**src/rtl/core/vmt_sqrt_pipe.sv**
```systemverilog
// Pipelined integer square root, one root bit per stage.
module vmt_sqrt_pipe #(
   parameter int ROOT_W = 34,
   parameter int SIDE_W = 8
) (
   input  logic                clock,
   input  logic                reset,
   input  logic                en,
   input  logic                in_v,
   input  logic [2*ROOT_W-1:0] in_rad,
   input  logic [SIDE_W-1:0]   in_side,
   output logic                out_v,
   output logic [ROOT_W-1:0]   out_root,
   output logic [SIDE_W-1:0]   out_side
);
   localparam int RW = ROOT_W + 2;

   logic [RW-1:0]       rem_ff  [ROOT_W];
   logic [ROOT_W-1:0]   root_ff [ROOT_W];
   logic [2*ROOT_W-1:0] rad_ff  [ROOT_W];
   logic [SIDE_W-1:0]   side_ff [ROOT_W];
   logic [ROOT_W-1:0]   v_ff;

   for (genvar s = 0; s < ROOT_W; s++) begin : g_stage
      logic [RW-1:0]       rem_p;
      logic [ROOT_W-1:0]   root_p;
      logic [2*ROOT_W-1:0] rad_p;
      logic [SIDE_W-1:0]   side_p;
      logic                v_p;
      logic [RW-1:0]       rem_t;
      logic [RW-1:0]       trial;
      logic                take;
      logic [RW-1:0]       rem_in;
      logic [ROOT_W-1:0]   root_in;

      if (s == 0) begin : g_first
         assign rem_p  = '0;
         assign root_p = '0;
         assign rad_p  = in_rad;
         assign side_p = in_side;
         assign v_p    = in_v;
      end else begin : g_next
         assign rem_p  = rem_ff[s-1];
         assign root_p = root_ff[s-1];
         assign rad_p  = rad_ff[s-1];
         assign side_p = side_ff[s-1];
         assign v_p    = v_ff[s-1];
      end

      // Bring down two radicand bits and try the next root bit
      always_comb begin
         rem_t   = {rem_p[RW-3:0], rad_p[2*ROOT_W-1 -: 2]};
         trial   = {root_p, 2'b01};
         take    = (rem_t >= trial);
         rem_in  = take ? (rem_t - trial) : rem_t;
         root_in = {root_p[ROOT_W-2:0], take};
      end

      // Advance the stage
      always_ff @(posedge clock) begin
         if (reset) begin
            v_ff[s] <= 1'b0;
         end else if (en) begin
            v_ff[s] <= v_p;
         end
         if (en) begin
            rem_ff[s]  <= rem_in;
            root_ff[s] <= root_in;
            rad_ff[s]  <= {rad_p[2*ROOT_W-3:0], 2'b00};
            side_ff[s] <= side_p;
         end
      end
   end

   assign out_v    = v_ff[ROOT_W-1];
   assign out_root = root_ff[ROOT_W-1];
   assign out_side = side_ff[ROOT_W-1];

endmodule

```
**config.mk**
```make
export PLATFORM = sky130hd
export DESIGN_NAME = vmt_sqrt_pipe
export DESIGN_NICKNAME = d
export VERILOG_FILES = /design/src/rtl/core/vmt_sqrt_pipe.sv
export SDC_FILE = /design/constraint.sdc
export NUM_CORES = 2
export LEC_CHECK = 0
export BUFFER_PORTS_ARGS = -buffer_cell sky130_fd_sc_hd__buf_2
export CAP_MARGIN = 10
export CORE_MARGIN = 3
export CORE_UTILIZATION = 55
export DETAILED_ROUTE_END_ITERATION = 8
export PLACE_DENSITY_LB_ADDON = 0.2
export REMOVE_ABC_BUFFERS = 1
export SYNTH_ARGS = -nofsm -noshare
export SYNTH_HDL_FRONTEND = slang
export SYNTH_MEMORY_MAX_BITS = 65536
export SYNTH_SLANG_ARGS = --single-unit
```
**constraint.sdc**
```tcl
create_clock -name clock -period 3.25 [get_ports clock]
set_input_delay 0.65 -clock clock [delete_from_list [all_inputs] [get_ports clock]]
set_output_delay 0.65 -clock clock [all_outputs]
set_load 0.01 [all_outputs]
```
# After elaboration in Yosys (flattened, before gate mapping)
# Memories as Yosys holds them, arrays and structs flattened.
# Index checks and enable logic that the tools add are counted.
# word_totals
ff_bits	34
latch_bits	0
ramBits	4896
romBits	0
in_bits	80
out_inout_bits	43
elab_cells	142
memories	4
# classes
add_sub_neg	34
n_mul	0
n_div	0
order_cmp	34
eq_ne	0
shifts	0
n_mux	36
bitwise_logic	0
reduce_logical	0
# mem_list
name	depth	word_bits	read_ports	rd_ports_with_merged_regs	write_ports	line_no	source
rad_ff	34	66	33	0	34	20	logic [2*ROOT_W-1:0] rad_ff [ROOT_W];
rem_ff	34	36	33	0	34	18	logic [RW-1:0] rem_ff [ROOT_W];
root_ff	34	34	34	0	34	19	logic [ROOT_W-1:0] root_ff [ROOT_W];
side_ff	34	8	34	0	34	21	logic [SIDE_W-1:0] side_ff [ROOT_W];
# ops
operator	n
two-way mux 36 bit	34
greater-or-equal comparator 36 bit	33
subtractor 36 bit	33
subtractor 2 x 1 -> 3 bit, second input constant	1
greater-or-equal comparator 2 x 1 -> 1 bit, second input constant	1
two-way mux 1 bit	2

# Logic depth before layout (Yosys ltp)
# An unclocked memory read counts as a cell.
# depth
depth_word	3
mapped_depth	16
depth_no_buf	13

# Least setup slack after synthesis
# OpenSTA, ideal clock, no wires.
# synth_path
path_type	register to register
startpoint	memory rem_ff[19][0] (netlist bit)
endpoint	memory rem_ff[20][29] (netlist bit), data pin
setup_time_ns	0.258
t_arrival_ns	3.174
required_time_ns	2.992
path_slack_ns	-0.182
path_stages_with_launch	12
n_path_buf	0
synth_period_minus_slack_ns	3.432
cell_sequence	edfxtp_1 > ha_1 > o21a_1 > o21ai_1 > a21oi_1 > a2111oi_1 > o211ai_1 > and3_1 > a221o_1 > nor4b_1 > nand2_1 > xnor2_1
# synth_lines
item	line_no
start: declaration	18

==> impl_metrics.py <==
metrics = {
    "clocking": {
        "clk_latency_ps": 930,
        "cts_buffers": 336,
        "path_clk_slew_ps": 60,
        "cts_max_level": 5,
        "tritoncts": "done",
        "clockRootBuffer": "clkbuf_16",
        "clock_path_buffers": 4,
        "clock-sinks": 3094,
    },
    "critical_path": {
        "timing.rr.start": "rem_ff[9][20]",
        "crit_family": "simple AND/OR/NAND/NOR gates",
        "worstSetupPathType": "register to register",
        "cp_slowest_cell": "or4_4",
        "endpoint_kind": "register",
        "worstPathRequired_ps": 3870,
        "cp_max_fo": 8,
        "cp-start-kind": "register",
        "cp-startpoint": "rem_ff[9][20]",
        "crit_arrival_ps": 3950,
        "critical_path_buf_inv_count": 1,
        "cpPeakStageDelay_ps": 420,
        "path_cells": "or3_4, or3_4, or4_4, or2_1, nand3b_1, nand2b_4, a211oi_4, nand3b_1, buf_12, nor4_2, xor2_1",
    },
    "drt": {
        "antenna_left": 0,
        "drt-initial-drc-count": 6892,
        "firstDrtPassIters": 6,
        "wl_mm": 298.5,
        "vias": 85640,
        "drc": 0,
        "viasPerCell": 5.538,
        "wl_per_cell_um": 19.30,
    },
    "cells_and_area": {
        "layout_common_cells": "3060 x edfxtp_1, 1084 x buf_4, 766 x inv_1",
        "final_cells": 15470,
        "drive_above_1_share_pct": 20.25,
        "final_common_cell": "edfxtp_1",
        "layout.nets": 12600,
        "fillers": 17660,
        "area_delta_synth_final_pct": 20.94,
    },
    "sta": {
        "max_slew_margin_pct": 45.03,
        "rsz0062_at_grt": "yes",
        "setup_ws_ps": -82.84,
        "final-setup-viol-count": 13,
        "maxSlewViolCount": 0,
        "maxClockFrequency_ghz": 0.3000,
        "period_needed_ps": 3333,
        "tns_ps": -399.0,
        "hold_viol": 0,
        "worst_clock_skew_ps": 67.89,
        "tightest_slew_ps": 817.0,
        "period_share_pct": 102.5,
    },
    "logic_synthesis": {
        "yosys-top-cells-area": "edfxtp_1 66%, ha_1 5.7%, xnor2_1 2.9%",
        "yosysUniqueCellTypes": 96,
        "ys.warnings.count": 0,
        "synth-edff-count": 3060,
        "synth_flop_cell": "edfxtp_1",
        "ys_async_sr_fraction_pct": 0,
        "ys_seq_area_share_pct": 66.74,
        "synth_area_per_cell_um2": 13.41,
        "synthCells": 10340,
        "ys_seq_elements": 3094,
        "yosys.area.top_type": "edfxtp_1",
        "synth_area_um2": 138700,
        "synth_top_area_share_pct": 66.24,
    },
    "power": {
        "ir_drop_mv": 0.5979,
        "switching_share_pct": 28.18,
        "p_total_uw": 118500,
        "intPower_uw": 85090,
        "combPwrFrac_pct": 23.9,
        "pwr-share-clk_pct": 30.7,
        "powerDensity_nw_per_um2": 706.2,
        "p_leak_uw": 0.06544,
        "seq_power_share_pct": 45.4,
        "p_switching_uw": 33380,
    },
    "placed_design": {
        "gp_congestion": 0.9148,
        "placed_cells": 14620,
        "io_buffers": 122,
        "place_hpwl_mm": 209.8,
    },
    "global_routing": {
        "grt.total_usage_pct": 22.44,
        "grt_pass1_vias": 84310,
        "grt_max_degree": 100,
        "antenna_found_initial": 7,
        "grt_overflow_total": 0,
        "grt_pass1_wl_mm": 460.6,
    },
    "run_status": {
        "violations": "negative setup slack",
        "status": "finished, violations left",
    },
    "die": {
        "die-height_um": 508.2,
        "core_area_um2": 249800,
        "design.die.area_um2": 258300,
        "die_w_um": 508.2,
        "start_util_pct": 55.53,
        "rows": 183,
        "pin_count": 123,
    },
    "worst_hold_path": {
        "hp-start": "en",
        "hold_path.class": "input pin to register",
    },
    "run": {
        "cap_violations": 0,
    },
}
## path summary, 6_finish.rpt
check             depth (start not counted)             end  slack, ps
setup reg to reg                         11  rem_ff[10][27]        -80
hold reg to reg                           0  side_ff[15][1]        360
setup / recovery                         11  rem_ff[10][27]        -80
hold / removal                            1   side_ff[0][2]        130
## kinds of logic (layout without fill, tap and decap cells)
family	count (synthesis)	after routing	synth area share, %
AOI/OAI and AO/OA	2067	2070	9.248
xor gates and xnor gates	924	924	5.834
adders and majority gates	631	631	5.692
buffers and inverters	998	2785	2.715
DFF	3094	3094	66.74
muxes	112	112	0.8741
other	1	3	0.002703
and+or+nand+nor	2516	2517	8.899
## metal layers
metal | wire [um] | GRT usage, %
met5 | 25 | 0
met2 | 145500 | 37.40
met4 | 9309 | 6.854
met1 | 130100 | 30.89
met3 | 13580 | 2.936
## area by class of cell
class	count	area, um^2	share of cell area, %
Clock buffer	390	8675	5.171
Antenna cell	2	5.005	0.002983
Sequential cell	3094	92570	55.18
Timing Repair Buffer	1404	11690	6.971
Inverter	794	2988	1.781
Tap cell	3330	4167	2.484
Multi-Input combinational cell	6255	45780	27.29
Clock inverter	197	1884	1.123
## stage by stage
| step | utilization [%] | cell area, um^2 | hold WS (ps) | setup slack [ps] |
|---|---|---|---|---|
| floorplan | - | 137900 | 400.3 | -1946 |
| global placement | 60.60 | 151400 | 400.3 | -557.2 |
| detailed placement | 60.60 | 151400 | 404.5 | -462.0 |
| CTS | 65.61 | 163900 | 74.38 | -49.09 |
| global route | 67.15 | 167800 | 85.13 | -206.3 |
| finish | 67.15 | 167800 | 128.2 | -82.84 |
## cells in the mapped netlist (13+ instances only)
cell and count:
ha_1 631, o21bai_1 60, clkbuf_1 178, nand4b_1 14, nor3b_1 24, o21a_1 87, nor2_1 632, and3_1 53
a211oi_1 57, mux2_2 73, nand2b_1 100, a31oi_1 54, a21oi_1 658, or4_1 63, nand4_1 87, a21o_1 295
or3_1 94, nand3_1 159, edfxtp_1 3060, xnor2_1 464, nand3b_1 27, nor4_1 127, buf_1 16, a21boi_0 31
mux2i_1 39, o211ai_1 35, dfxtp_1 34, inv_1 791, nor4b_1 16, o21ai_0 513, and2_1 32, o31ai_1 59
nor2b_1 91, xor2_1 460, nor3_1 218, o2111ai_1 13, or2_2 43, and4_1 18, nand2_1 688, a211o_1 19
## what timing repair did
action,4_1_cts,5_1_grt
pin swaps,56,267
endpoints found under the setup margin,383,612
hold buffers,78,0
gates cloned,5,9
buffers inserted,32,144
resized for setup,174,559
hold endpoints to repair,78,0
## registers in the layout, indices dropped and copies added (netlist names)
name,flops
g_stage.v_p,33
out_v,1
rad_ff,1122
rem_ff,1071
root_ff,595
side_ff,272
## power groups by stage
stage / Combinational [uW] / Clock, uW / Sequential, uW
4_1_cts: 26200 / 37400 / 53700
3_5_place_dp: 25500 / 0 / 54400
2_1_floorplan: 16900 / 0 / 52900
3_3_place_gp: 25000 / 0 / 54400
5_1_grt: 31100 / 39000 / 54200
6_report: 28300 / 36400 / 53800
Note: power is estimated with default switching activity, not from simulation.
